## config.mk

```make
export PLATFORM = sky130hd
export DESIGN_NAME = servo_led_command_parser
export DESIGN_NICKNAME = d
export VERILOG_FILES = /design/src/hdl/slcp_pkg.sv /design/src/hdl/slcp_cmd_word.sv /design/src/hdl/servo_led_command_parser.sv
export SDC_FILE = /design/constraint.sdc
export NUM_CORES = 1
export LEC_CHECK = 0
export ABC_AREA = 0
export BUFFER_PORTS_ARGS = -buffer_cell sky130_fd_sc_hd__buf_2
export CAP_MARGIN = 10
export CORE_AREA = 2 2 178 180
export DETAILED_ROUTE_END_ITERATION = 10
export DIE_AREA = 0 0 180 182
export PLACE_DENSITY = 0.81
export SETUP_SLACK_MARGIN = 0.2
export SLEW_MARGIN = 20
export SYNTH_ARGS = -nofsm -noshare
export SYNTH_HDL_FRONTEND = slang
export SYNTH_SLANG_ARGS = --single-unit
```

## constraint.sdc

```tcl
create_clock -name clk -period 12.71 [get_ports clk]
set_input_delay 2.542 -clock clk [delete_from_list [all_inputs] [get_ports clk]]
set_output_delay 2.542 -clock clk [all_outputs]
set_load 0.01 [all_outputs]
```

## src/hdl/slcp_pkg.sv

```systemverilog
// slcp_pkg: shared constants, types and keyword tables for the servo/LED command parser.
// Used by slcp_cmd_word and servo_led_command_parser; depends on nothing.
`timescale 1ns / 1ps

package slcp_pkg;

	// default sizes
	localparam int LED_COUNT_DEF  = 3;
	localparam int WORD_BYTES_DEF = 8;

	// configuration register reset values
	localparam logic [15:0] ZERO_PULSE_RST  = 16'd590;
	localparam logic [11:0] PULSE_SPAN_RST  = 12'd1945;
	localparam logic [15:0] PULSE_LIMIT_RST = 16'd2535;

	// register indexes (byte address = 4 * index)
	localparam logic [1:0] REG_ZERO_PULSE  = 2'd0;
	localparam logic [1:0] REG_PULSE_SPAN  = 2'd1;
	localparam logic [1:0] REG_PULSE_LIMIT = 2'd2;

	// executed / command codes
	localparam logic [1:0] CMD_NONE    = 2'd0;
	localparam logic [1:0] CMD_SERVO   = 2'd1;
	localparam logic [1:0] CMD_LED_ON  = 2'd2;
	localparam logic [1:0] CMD_LED_OFF = 2'd3;

	// special bytes
	localparam logic [7:0] CH_DOT  = 8'h2E;
	localparam logic [7:0] CH_ZERO = 8'h30;
	localparam logic [7:0] CH_NINE = 8'h39;

	// keyword tables
	localparam int KW_SERVO_LEN  = 6;
	localparam int KW_LEDON_LEN  = 6;
	localparam int KW_LEDOFF_LEN = 7;
	localparam logic [7:0] KW_SERVO [KW_SERVO_LEN]  = '{8'h73, 8'h65, 8'h72, 8'h76, 8'h6F, 8'h2C};
	localparam logic [7:0] KW_LEDON [KW_LEDON_LEN]  = '{8'h6C, 8'h65, 8'h64, 8'h6F, 8'h6E, 8'h2C};
	localparam logic [7:0] KW_LEDOFF [KW_LEDOFF_LEN] =
		'{8'h6C, 8'h65, 8'h64, 8'h6F, 8'h66, 8'h66, 8'h2C};

	// byte of the word cleared on execute
	localparam int EXEC_CLEAR_BYTE = 6;

	// span * angle fits in 20 bits (4095 * 255); floor(x / 180) = (x * magic) >> 28
	// is exact over that range
	localparam int          PROD_W    = 20;
	localparam int          MAGIC_W   = 21;
	localparam int          DIV_SHIFT = 28;
	localparam int          QUOT_W    = 13;
	localparam logic [20:0] DIV_MAGIC = 21'd1491309;

	typedef struct packed {
		logic store;  // write the byte at the fill position
		logic exec;   // rewind the fill and clear the execute byte
	} word_ctl_t;

endpackage

```

## src/hdl/slcp_cmd_word.sv

```systemverilog
// slcp_cmd_word: command word store, fill counter and keyword match.
// Depends on slcp_pkg.
`timescale 1ns / 1ps

module slcp_cmd_word #(
	parameter int WORD_BYTES = slcp_pkg::WORD_BYTES_DEF
) (
	input  logic                      clk,
	input  logic                      arst_n,
	input  slcp_pkg::word_ctl_t       wctl,
	input  logic [7:0]                data,
	output logic [1:0]                cmd
);

	localparam int FILL_W = $clog2(WORD_BYTES + 1);

	logic [7:0]        word_q [WORD_BYTES];
	logic [FILL_W-1:0] fill_q;
	logic              room;
	logic              servo_hit;
	logic              ledon_hit;
	logic              ledoff_hit;

	assign room = fill_q < FILL_W'(WORD_BYTES);

	always_ff @(posedge clk or negedge arst_n) begin
		if (!arst_n) begin
			fill_q <= '0;
			for (int i = 0; i < WORD_BYTES; i++) begin
				word_q[i] <= '0;
			end
		end else if (wctl.exec) begin
			fill_q                  <= '0;
			word_q[slcp_pkg::EXEC_CLEAR_BYTE] <= '0;
		end else if (wctl.store && room) begin
			fill_q <= fill_q + FILL_W'(1);
			for (int i = 0; i < WORD_BYTES; i++) begin
				if (fill_q == FILL_W'(i)) begin
					word_q[i] <= data;
				end
			end
		end
	end

	// exact string match: keyword bytes, then a terminating zero byte
	always_comb begin
		servo_hit  = (word_q[slcp_pkg::KW_SERVO_LEN] == 8'h00);
		ledon_hit  = (word_q[slcp_pkg::KW_LEDON_LEN] == 8'h00);
		ledoff_hit = (word_q[slcp_pkg::KW_LEDOFF_LEN] == 8'h00);
		for (int i = 0; i < slcp_pkg::KW_SERVO_LEN; i++) begin
			if (word_q[i] != slcp_pkg::KW_SERVO[i]) servo_hit = 1'b0;
		end
		for (int i = 0; i < slcp_pkg::KW_LEDON_LEN; i++) begin
			if (word_q[i] != slcp_pkg::KW_LEDON[i]) ledon_hit = 1'b0;
		end
		for (int i = 0; i < slcp_pkg::KW_LEDOFF_LEN; i++) begin
			if (word_q[i] != slcp_pkg::KW_LEDOFF[i]) ledoff_hit = 1'b0;
		end
	end

	always_comb begin
		if (servo_hit) begin
			cmd = slcp_pkg::CMD_SERVO;
		end else if (ledon_hit) begin
			cmd = slcp_pkg::CMD_LED_ON;
		end else if (ledoff_hit) begin
			cmd = slcp_pkg::CMD_LED_OFF;
		end else begin
			cmd = slcp_pkg::CMD_NONE;
		end
	end

endmodule

```

## src/hdl/servo_led_command_parser.sv

```systemverilog
// Pipeline: an accepted byte goes through the input register, then the result register; a low
// out_ready holds the result register and, through in_ready, the bytes behind it. Throughput:
// one byte per cycle unless out_ready stalls; a byte in the input stage is handled against the
// state left by the byte before it, and span * angle is kept registered ahead of the '.' byte.
// Reset: asynchronous, active low; clears the command word, angle, LED index and LEDs, sets the
// applied servo pulse to 590 and the registers to 590 / 1945 / 2535. No clearing pass.
// Depends on slcp_pkg and slcp_cmd_word.
`timescale 1ns / 1ps

module servo_led_command_parser #(
	parameter int LED_COUNT  = slcp_pkg::LED_COUNT_DEF,
	parameter int WORD_BYTES = slcp_pkg::WORD_BYTES_DEF
) (
	input  logic                 clk,
	input  logic                 arst_n,
	// configuration
	input  logic                 psel,
	input  logic                 penable,
	input  logic                 pwrite,
	input  logic [3:0]           paddr,
	input  logic [31:0]          pwdata,
	output logic [31:0]          prdata,
	output logic                 pready,
	// received bytes
	input  logic                 in_valid,
	output logic                 in_ready,
	input  logic [7:0]           rx_byte,
	// results
	output logic                 out_valid,
	input  logic                 out_ready,
	output logic [7:0]           echo_byte,
	output logic [15:0]          servo_pulse,
	output logic [LED_COUNT-1:0] led_states,
	output logic [1:0]           executed
);

	localparam int PROD_W  = slcp_pkg::PROD_W;
	localparam int QPROD_W = slcp_pkg::PROD_W + slcp_pkg::MAGIC_W;

	// configuration registers
	logic [15:0] zero_q;
	logic [11:0] span_q;
	logic [15:0] limit_q;
	logic        cfg_wr;
	logic [11:0] span_d;

	// pipeline
	logic        valid_s1;
	logic [7:0]  byte_s1;
	logic        valid_s2;
	logic [7:0]  echo_s2;
	logic [15:0] pulse_s2;
	logic [LED_COUNT-1:0] led_s2;
	logic [1:0]  exec_s2;
	logic        adv_s2;
	logic        fire;

	// parser state
	logic [7:0]  angle_q;
	logic [7:0]  angle_d;
	logic [3:0]  led_idx_q;
	logic [15:0] pending_q;
	logic [15:0] pending_d;
	logic [15:0] applied_q;
	logic [15:0] applied_d;
	logic [LED_COUNT-1:0] led_q;
	logic [LED_COUNT-1:0] led_d;
	logic [PROD_W-1:0]    prod_q;

	// byte decode
	logic        is_dot;
	logic        is_digit;
	logic [3:0]  digit;
	logic [1:0]  cmd;
	logic        led_cmd;
	slcp_pkg::word_ctl_t wctl;

	// servo arithmetic
	logic [QPROD_W-1:0]          qprod;
	logic [slcp_pkg::QUOT_W-1:0] quot;
	logic [16:0]                 pulse_sum;

	// ---------------- configuration port ----------------
	assign pready = 1'b1;
	assign cfg_wr = psel && penable && pwrite;

	always_ff @(posedge clk or negedge arst_n) begin
		if (!arst_n) begin
			zero_q  <= slcp_pkg::ZERO_PULSE_RST;
			span_q  <= slcp_pkg::PULSE_SPAN_RST;
			limit_q <= slcp_pkg::PULSE_LIMIT_RST;
		end else if (cfg_wr) begin
			unique case (paddr[3:2])
				slcp_pkg::REG_ZERO_PULSE:  zero_q  <= pwdata[15:0];
				slcp_pkg::REG_PULSE_SPAN:  span_q  <= pwdata[11:0];
				slcp_pkg::REG_PULSE_LIMIT: limit_q <= pwdata[15:0];
				default: ;
			endcase
		end
	end

	always_comb begin
		unique case (paddr[3:2])
			slcp_pkg::REG_ZERO_PULSE:  prdata = {16'h0000, zero_q};
			slcp_pkg::REG_PULSE_SPAN:  prdata = {20'h00000, span_q};
			slcp_pkg::REG_PULSE_LIMIT: prdata = {16'h0000, limit_q};
			default:                   prdata = '0;
		endcase
	end

	// next span value, so the product tracks a write in the same cycle
	assign span_d = (cfg_wr && paddr[3:2] == slcp_pkg::REG_PULSE_SPAN) ? pwdata[11:0] : span_q;

	// ---------------- handshake ----------------
	assign adv_s2   = !valid_s2 || out_ready;
	assign in_ready = !valid_s1 || adv_s2;
	assign fire     = valid_s1 && adv_s2;

	always_ff @(posedge clk or negedge arst_n) begin
		if (!arst_n) begin
			valid_s1 <= 1'b0;
			valid_s2 <= 1'b0;
		end else begin
			if (in_ready) valid_s1 <= in_valid;
			if (adv_s2)   valid_s2 <= valid_s1;
		end
	end

	always_ff @(posedge clk) begin
		if (in_valid && in_ready) byte_s1 <= rx_byte;
	end

	// ---------------- byte decode and command word ----------------
	assign is_dot   = (byte_s1 == slcp_pkg::CH_DOT);
	assign is_digit = (byte_s1 >= slcp_pkg::CH_ZERO) && (byte_s1 <= slcp_pkg::CH_NINE);
	assign digit    = 4'(byte_s1 - slcp_pkg::CH_ZERO);

	assign wctl.exec  = fire && is_dot;
	assign wctl.store = fire && !is_dot && !is_digit;

	slcp_cmd_word #(
		.WORD_BYTES(WORD_BYTES)
	) u_word (
		.clk    (clk),
		.arst_n (arst_n),
		.wctl   (wctl),
		.data   (byte_s1),
		.cmd    (cmd)
	);

	assign led_cmd = (cmd == slcp_pkg::CMD_LED_ON) || (cmd == slcp_pkg::CMD_LED_OFF);

	// ---------------- servo path ----------------
	always_comb begin
		angle_d = angle_q;
		if (fire && cmd == slcp_pkg::CMD_SERVO) begin
			if (is_dot) begin
				angle_d = '0;
			end else if (is_digit) begin
				// angle * 10 + digit, wrapping at 8 bits
				angle_d = 8'(11'({angle_q, 3'b000}) + 11'({angle_q, 1'b0}) + 11'(digit));
			end
		end
	end

	// floor(span * angle / 180) by reciprocal multiply on the registered product
	assign qprod     = QPROD_W'(prod_q) * QPROD_W'(slcp_pkg::DIV_MAGIC);
	assign quot      = qprod[slcp_pkg::DIV_SHIFT +: slcp_pkg::QUOT_W];
	assign pulse_sum = 17'(zero_q) + 17'(quot);

	always_comb begin
		pending_d = pending_q;
		if (fire && is_dot && cmd == slcp_pkg::CMD_SERVO) begin
			pending_d = pulse_sum[16] ? 16'hFFFF : pulse_sum[15:0];
		end
		applied_d = applied_q;
		if (fire && pending_d <= limit_q) begin
			applied_d = pending_d;
		end
	end

	// ---------------- LED path ----------------
	always_comb begin
		led_d = led_q;
		if (fire && is_dot && led_cmd) begin
			for (int i = 0; i < LED_COUNT; i++) begin
				if (led_idx_q == 4'(i)) begin
					led_d[i] = (cmd == slcp_pkg::CMD_LED_ON);
				end
			end
		end
	end

	// ---------------- state ----------------
	always_ff @(posedge clk or negedge arst_n) begin
		if (!arst_n) begin
			angle_q   <= '0;
			led_idx_q <= '0;
			pending_q <= slcp_pkg::ZERO_PULSE_RST;
			applied_q <= slcp_pkg::ZERO_PULSE_RST;
			led_q     <= '0;
			prod_q    <= '0;
		end else begin
			angle_q   <= angle_d;
			pending_q <= pending_d;
			applied_q <= applied_d;
			led_q     <= led_d;
			prod_q    <= PROD_W'(span_d) * PROD_W'(angle_d);
			if (fire && is_digit && led_cmd) begin
				led_idx_q <= digit;
			end
		end
	end

	// ---------------- result register ----------------
	always_ff @(posedge clk) begin
		if (fire) begin
			echo_s2  <= byte_s1;
			pulse_s2 <= applied_d;
			led_s2   <= led_d;
			exec_s2  <= is_dot ? cmd : slcp_pkg::CMD_NONE;
		end
	end

	assign out_valid   = valid_s2;
	assign echo_byte   = echo_s2;
	assign servo_pulse = pulse_s2;
	assign led_states  = led_s2;
	assign executed    = exec_s2;

endmodule

```

==> summary.txt, run 1 <==
Floorplan
  • Chip width: around 180 um
  • Die height: approximately 180 um
  • Initial Util: 61.8%
  • Die area: 0.0328 mm2
  • Io pins: 115
  • Num rows: between 60 and 70
  • Core area: roughly 0.031 mm2

GRT
  • GRT Util Overall: between 20% and 30%
  • Number of global-route vias before repair: 13.8k
  • Pin count of the biggest net entering global routing: between 100 and 150
  • Initial antenna violation count: 1
  • Global-route wire length before repair: a little over 70 mm
  • Total gr overflow: 0

Setup path
  • CP Data Arrival Time: 12070 ps
  • Worst R2R Path Depth: 37
  • Crit path top cell by count: fa_1
  • CP Capture Type: register
  • Kind of critical path: register to register
  • Crit-path max cell delay: approximately 700 ps
  • Slowest CP cell: or4b_2
  • CP max FO: 18
  • Worst EP required: ~13000 ps
  • Critical Path Source Type: register

Yosys
  • EDFF count, synth: 37
  • Synth Cell Area: roughly 0.019 mm2
  • Top FF cell, synth: dfrtp_1
  • Yosys reg bits: approximately 220
  • Post-synth ARST share: 83.0%
  • Post-Syn Area per Cell: 10.7 um2
  • Top cells by area, synth: dfrtp_1 20%, fa_1 19%, ha_1 18%
  • Post-synthesis sequential area ratio: about 30%
  • Yosys warns: 0
  • Cell variety after synth: between 70 and 80
  • Area leader, netlist: dfrtp_1
  • Cells after Synth: between 1.5k and 2k
  • Yosys top cell area share: between 10% and 20%

Clocking
  • Post-CTS Setup Bufs: 0
  • Total CTS buffers: 22
  • CTS Buffer Depth: 3
  • H-tree Lvls: 1
  • Worst skew pair latency: 520 ps
  • Post_cts resized: 0
  • Clock net sink count: between 200 and 250
  • Root buffer cell: clkbuf_16
  • CTS clock-pin slew for the worst setup and hold paths: about 60 ps
  • Hold Buf Count CTS: 0
  • CTS tree: built

Timing
  • Period utilization: between 90% and 100%
  • Setup TNS: 0 ps
  • Worst setup margin: around 1000 ps
  • Fin. Hold Viols: 0
  • Final Critical Period: 11730 ps
  • Max_slew headroom: 30.3%
  • Clock Skews: ~25 ps
  • Fmax: about 85 MHz
  • Slew @ Worst Pin: around 1000 ps
  • RSZ-0062 raised after global routing: false
  • Pins over their slew limit: 0
  • Setup violators final: 0

Detailed routing
  • Residual DRC count: 0
  • Antenna Nets Post-Route: 0
  • Drt wl/cell: 18.6 um
  • Vias per inst: about 5.7
  • Starting DRC count in detailed routing: ~880
  • Via count: 13.1k
  • DRT Pass-1 Iters: 5
  • WL final: about 43 mm

Layout
  • Area of the multi-input gates: ~0.012 mm2
  • Area delta synth->final: 7.60%
  • FF/Latch Area: roughly 0.0057 mm2
  • Layout cells sized above 1: 15.4%
  • NumNets Final: ~2.4k
  • Final instance area: around 0.021 mm2
  • Final std cells w/o fill: about 2.3k
  • Fillcell total: ~2.2k

Outcome
  • Outcome: finished, final reports clean

Power and ir drop
  • PwrDens: between 90 and 100 mW/mm2
  • Combinational Power Share: 19.3%
  • Switch share: between 20% and 30%
  • Worst VDD drop: around 0.15 mV
  • Tot Pwr: about 0.0020 W
  • Internal power: between 0.001 and 0.0015 W
  • Reg power frac: 48.3%
  • Switching power: 0.000572 W
  • Clock network power share: between 30% and 40%
  • Leakage power: between 10 and 15 nW

Run
  • Max Cap Viol: 0

Place
  • Gpl congestion: 0.937
  • Placed inst area: a little under 0.02 mm2
  • Count of input and output buffers: 79
  • Place WS: 1240 ps
  • Post-DP HPWL: roughly 34 mm
  • Dpl cells: 2245

Hold path
  • Worst hold stages: 2
  • Hold Path Class: register to register
## critical path: cells and delay by family, from the launching register on
kind | cells | cell delay (ps)
adders and majority gates | 9 | 3870
AOI/OAI and AO/OA | 15 | 3840
and+or+nand+nor | 6 | 1690
xor gates and xnor gates | 3 | 830
DFF | 1 | 510
buffers and inverters | 3 | 430
muxes | 1 | 360
## registers in the layout, indices dropped and copies added, names as in the netlist
name           count
u_word.word_q     64
led_idx_q          4
span_q            12
applied_q         16
pending_q         16
echo_byte          8
u_word.fill_q      4
executed           2
angle_q            8
out_valid          1
prod_q            20
zero_q            16
valid_s1           1
led_q              3
limit_q           16
led_states         3
byte_s1            8
servo_pulse       16
## final timing paths
check	startpoint	endpoint	slack (ps)
min in group asynchronous	arst_n	applied_q[10]	2130
hold reg to reg	u_word.word_q[9]	u_word.word_q[9]	490
setup / recovery	prod_q[11]	servo_pulse[15]	980
setup reg to reg	prod_q[11]	servo_pulse[15]	980
hold / removal	u_word.word_q[9]	u_word.word_q[9]	490
max in group asynchronous	arst_n	u_word.word_q[5]	9280
## area by class of cell
cell class,count,share of cell area [%]
multi-input combinational,1242,58.8
tap,402,2.44
clock inverter,7,0.316
sequential,218,27.5
inverter,295,5.37
antenna,1,0.0121
timing repair buffer,89,2.37
clock buffer,31,3.18
## through the flow
step | util, % | hold slack, ps
after floorplan | - | 424
after global placement | 64.1 | 466
after detailed placement | 64.1 | 475
after CTS | 66.4 | 494
after global routing | 66.5 | 504
final | 66.5 | 494
## cells in the mapped netlist, drive strengths merged, types with 3 or more instances
library cell / n
a211oi: 4
nor4: 3
and2: 8
o21ai: 69
inv: 295
nand4: 11
o211ai: 6
and3: 11
nor2b: 11
edfxtp: 37
a21boi: 4
mux2: 108
or2: 16
a21oi: 44
xor2: 17
dfrtp: 151
xnor2: 36
buf: 34
nand2b: 10
clkbuf: 22
ha: 269
a31oi: 19
o21a: 8
nor3b: 4
dfstp: 30
nor3: 20
a21o: 24
nor2: 109
mux2i: 24
nand2: 130
a211o: 3
fa: 179
o21bai: 4
nand3: 25
or4b: 3
or3: 3
nor4bb: 6
o31ai: 6
## cells in the final DEF, fill, tap and decap left out, types with 4 or more instances in the layout
| cell type | synthesis | layout |
|---|---|---|
| a211oi_1 | 4 | 4 |
| a21o_1 | 24 | 24 |
| a21oi_1 | 44 | 44 |
| a31oi_1 | 19 | 19 |
| and2_1 | 8 | 8 |
| and3_1 | 11 | 11 |
| buf_2 | 7 | 78 |
| buf_4 | 21 | 9 |
| clkbuf_16 | 0 | 23 |
| clkbuf_8 | 0 | 5 |
| conb_1 | 2 | 17 |
| dfrtp_1 | 151 | 151 |
| dfstp_2 | 30 | 30 |
| edfxtp_1 | 37 | 37 |
| fa_1 | 179 | 179 |
| ha_1 | 269 | 269 |
| inv_1 | 295 | 295 |
| mux2_2 | 107 | 107 |
| mux2i_1 | 22 | 22 |
| nand2_1 | 130 | 130 |
| nand2b_1 | 10 | 10 |
| nand3_1 | 24 | 24 |
| nand4_1 | 11 | 11 |
| nor2_1 | 109 | 109 |
| nor2b_1 | 11 | 11 |
| nor3_1 | 18 | 17 |
| nor3b_1 | 4 | 4 |
| nor4bb_1 | 6 | 6 |
| o211ai_1 | 6 | 6 |
| o21a_1 | 8 | 8 |
| o21ai_0 | 66 | 66 |
| o21bai_1 | 4 | 4 |
| o31ai_1 | 6 | 6 |
| or2_2 | 16 | 16 |
| xnor2_1 | 36 | 36 |
| xor2_1 | 17 | 17 |
## logic make-up (layout without fill, tap and decap cells)
kind of cell,after synthesis,after routing,synth area share (%)
xor gates and xnor gates,53,53,2.42
buffers and inverters,351,422,7.45
AOI/OAI and AO/OA,210,210,6.81
and+or+nand+nor,382,382,9.69
muxes,132,132,7.66
other,2,18,0.0392
DFF,218,218,29.6
adders and majority gates,448,448,36.3
## power groups by stage
stage	registers (W)	logic [W]	clock network (W)
floorplan	0.000938	0.000276	0
global placement	0.000960	0.000359	0
detailed placement	0.000970	0.000377	0
CTS	0.000961	0.000381	0.000654
global route	0.000979	0.000420	0.000681
finish	0.000963	0.000384	0.000645
## per-layer routing
layer	GRT usage [%]	part of all wire (%)	up-vias
li1	-	-	6082
met1	35.1	42	6484
met2	45.9	49	414
met3	3.95	5.7	106
met4	8.94	3.3	0
met5	0	0	-
Note: power is estimated with default switching activity, not from simulation.
==> run 2: changes to the inputs <==
--- a/config.mk
+++ b/config.mk
@@ -8,12 +8,13 @@
 export ABC_AREA = 0
 export BUFFER_PORTS_ARGS = -buffer_cell sky130_fd_sc_hd__buf_2
 export CAP_MARGIN = 10
-export CORE_AREA = 2 2 178 180
+export CORE_AREA = 2 2 179 181
 export DETAILED_ROUTE_END_ITERATION = 10
-export DIE_AREA = 0 0 180 182
-export PLACE_DENSITY = 0.81
+export DIE_AREA = 0 0 181 183
+export PLACE_DENSITY = 0.82
 export SETUP_SLACK_MARGIN = 0.2
 export SLEW_MARGIN = 20
 export SYNTH_ARGS = -nofsm -noshare
 export SYNTH_HDL_FRONTEND = slang
+export SYNTH_HIERARCHICAL = 1
 export SYNTH_SLANG_ARGS = --single-unit
==> run 2 against run 1 <==
  * Clock power rose by 6.7%
  * Area after synthesis rose by 1.8%
  * Worst setup slack improved by 1400 ps
  * Clock-buffer cell count rose by 7
  * Sequential power rose by 0.8%
  * Maximum frequency rose by 13%
  * Final cell count rose by 1.3%
  * Global-route usage rose by 0.78 points
  * Total power rose by 2.4%
  * Register-to-register slack improved by 1400 ps
  * Critical path type unchanged
  * Highest routed layer unchanged
==> summary.txt, run 2 <==
Outcome
  • Outcome: finished, final reports clean

Yosys
  • Cells after Synth: 1813 (+0.95%)
  • Most frequent cell after synthesis: inv_1
  • Yosys reg bits: 218 (unchanged)
  • Area leader, netlist: dfrtp_1
  • Yosys warns: 6 (+6)
  • Post-synth ARST share: 83.0% (unchanged)
  • Top FF cell, synth: dfrtp_1
  • Yosys top cell area share: 19.4% (-0.34 points)
  • EDFF count, synth: 37 (unchanged)
  • Synth Cell Area: 0.0195 mm2 (+1.8%)
  • Top cells by count, synth: 322 x inv_1, 269 x ha_1, 179 x fa_1, 151 x dfrtp_1, 135 x nand2_1
  • Top cells by area, synth: dfrtp_1 19%, fa_1 18%, ha_1 17%
  • Post-synthesis sequential area ratio: 29.1% (-0.51 points)
  • Post-Syn Area per Cell: 10.8 um2 (+0.81%)
  • Cell variety after synth: 88 (+19%)

Clocking
  • CTS clock-pin slew for the worst setup and hold paths: 60 ps (about the same)
  • Post_cts resized: 0 (unchanged)
  • Total CTS buffers: 24 (+9.1%)
  • Clock net sink count: 218 (unchanged)
  • CTS tree: built
  • Worst skew pair latency: 530 ps (about the same)
  • H-tree Lvls: 1 (unchanged)
  • Hold Buf Count CTS: 0 (unchanged)
  • CTS Buffer Depth: 3 (unchanged)
  • Post-CTS Setup Bufs: 0 (unchanged)
  • Root buffer cell: clkbuf_16

Setup path
  • Worst R2R Path Depth: 36 (-2.7%)
  • Crit-path max cell delay: 600 ps (-80 ps)
  • Kind of critical path: register to register
  • CP Data Arrival Time: 10600 ps (-1470 ps)
  • Crit path top cell by count: fa_1
  • CP Capture Type: register
  • Worst R2R Setup Slack: 2370 ps (+1390 ps)
  • Reg2reg end: servo_pulse[14]
  • CP max FO: 16 (-2)
  • Worst R2R Start: prod_q[12]
  • Worst EP required: 12960 ps (-90 ps)
  • Critical Path Source Type: register
  • Slowest CP cell: nor4_1

GRT
  • Number of global-route vias before repair: 14.2k (+2.6%)
  • Pin count of the biggest net entering global routing: 105 (+1.9%)
  • GRT Util Overall: 27.6% (+0.78 points)
  • Initial antenna violation count: 1 (unchanged)
  • Total gr overflow: 0 (unchanged)
  • Global-route wire length before repair: 72.4 mm (+2.4%)

Timing
  • Clock Skews: 18.0 ps (-7.37 ps)
  • Setup violators final: 0 (unchanged)
  • Period utilization: 81.4% (-11 points)
  • Fmax: 96.7 MHz (+13%)
  • RSZ-0062 raised after global routing: false
  • Max_slew headroom: 28.6% (-1.7 points)
  • Final Critical Period: 10340 ps (-1390 ps)
  • Slew @ Worst Pin: 1070 ps (+20.7 ps)
  • Worst setup margin: 2370 ps (+1390 ps)
  • Pins over their slew limit: 0 (unchanged)
  • Fin. Hold Viols: 0 (unchanged)
  • Setup TNS: 0 ps (unchanged)

Layout
  • Biggest register: u_word/word_q
  • Top flop regs: u_word/word_q: 64 flops, prod_q: 20 flops
  • Most common cell after layout, fill and taps aside: inv_1
  • NumNets Final: 2393 (+1.1%)
  • Final std cells w/o fill: 2315 (+1.3%)
  • Area delta synth->final: 7.77%
  • Layout cells sized above 1: 15.4% (-0.033 points)
  • Most frequent cells in the layout: 321 x inv_1, 269 x ha_1, 179 x fa_1
  • Final instance area: 0.0210 mm2 (+1.9%)
  • Largest register FFs: 64 (unchanged)

Power and ir drop
  • Worst VDD drop: 0.141 mV (-5.2%)
  • Tot Pwr: 0.00204 W (+2.4%)
  • PwrDens: 97.2 mW/mm2 (+0.50%)
  • Leakage power: 11.6 nW (+2.7%)

Hold path
  • Hold Path Class: register to register
  • Worst hold start: u_word/word_q[62]
  • Hold path endpoint: u_word/word_q[62]
  • Worst hold stages: 1 (-1)

Floorplan
  • Chip width: 181 um (+0.56%)
  • Io pins: 115 (unchanged)
  • Core area: 0.0312 mm2 (+0.79%)
  • Initial Util: 62.4% (+0.60 points)
  • Die height: 183 um (+0.55%)
  • Die area: 0.0331 mm2 (+1.1%)
  • Num rows: 65 (unchanged)

Detailed routing
  • Vias per inst: 5.75 (+0.41%)
  • WL final: 43.9 mm (+3.1%)
  • Drt wl/cell: 19.0 um (+1.7%)
  • DRT Pass-1 Iters: 7 (+2)
  • Starting DRC count in detailed routing: 949 (+8.2%)
  • Residual DRC count: 0 (unchanged)
  • Antenna Nets Post-Route: 0 (unchanged)
  • Via count: 13.3k (+1.7%)

Place
  • Count of input and output buffers: 79 (unchanged)
  • Dpl cells: 2270 (+1.1%)
  • Post-DP HPWL: 35.0 mm (+3.7%)
  • Placed inst area: 0.0202 mm2 (+1.7%)
  • Gpl congestion: 0.905 (-3.4%)
  • Place WS: 2430 ps (+1190 ps)

Run
  • Max Cap Viol: 0 (unchanged)
-- run 2: worst max-delay path by stage --
stage	start	to	slack [ps]	cells past startpoint
after floorplan	prod_q[12]	servo_pulse[6]	3430	37
after global placement	prod_q[12]	servo_pulse[14]	2610	36
after detailed placement	prod_q[12]	servo_pulse[14]	2430	36
after CTS	prod_q[12]	servo_pulse[14]	2440	36
after global routing	prod_q[9]	servo_pulse[14]	2010	36
final	prod_q[12]	servo_pulse[14]	2370	36
-- run 2: kinds of logic (layout without fill, tap and decap cells) --
group	count (synthesis)	count (layout)	share of synthesized area [%]
adders and majority gates	448	448	35.6
DFF	218	218	29.1
AOI/OAI and AO/OA	215	215	7.53
muxes	129	129	7.25
buffers and inverters	369	453	7.72
and+or+nand+nor	372	372	9.99
other	2	18	0.0385
xor gates and xnor gates	60	60	2.70
-- run 2: per-stage QoR --
stage,utilization [%],hold WS (ps)
floorplan,-,450
global placement,64.7,472
detailed placement,64.7,478
CTS,67.3,496
global route,67.3,513
finish,67.3,492
-- run 2: layout make-up --
type	instances	area, um2
multi-input cells	1241	12400
fillers	2307	10200
flip-flops and latches	218	5680
inverters	325	1220
clock buffers	38	713
well taps	402	503
repair buffers	84	439
clock inverters	6	76.3
diodes	1	2.50
-- run 2: worst max-delay path: cells and delay by family, from the launching register on --
family | cells | cell delay [ps]
buffers and inverters | 5 | 480
XOR/XNOR | 1 | 230
adder cells (fa/ha/maj) | 10 | 4540
AO/OA/AOI/OAI | 15 | 3010
multiplexers | 1 | 380
AND/OR/NAND/NOR | 4 | 950
flip-flops | 1 | 470
-- run 2: layer usage --
metal / part of all wire, % / vias to the layer above / GRT usage [%]
li1: - / 6136 / -
met1: 43 / 6664 / 36.6
met2: 49 / 398 / 47.7
met3: 5.1 / 114 / 3.12
met4: 3.3 / 0 / 9.07
met5: 0 / - / 0
-- run 2: power by group --
part	internal (W)	switching, W	total, W	leakage [nW]
clock	0.000407	0.000281	0.000688	0.388
sequential	0.000868	0.000102	0.000971	2.63
combinational	0.000174	0.000208	0.000382	8.59
total	0.00145	0.000592	0.00204	11.6
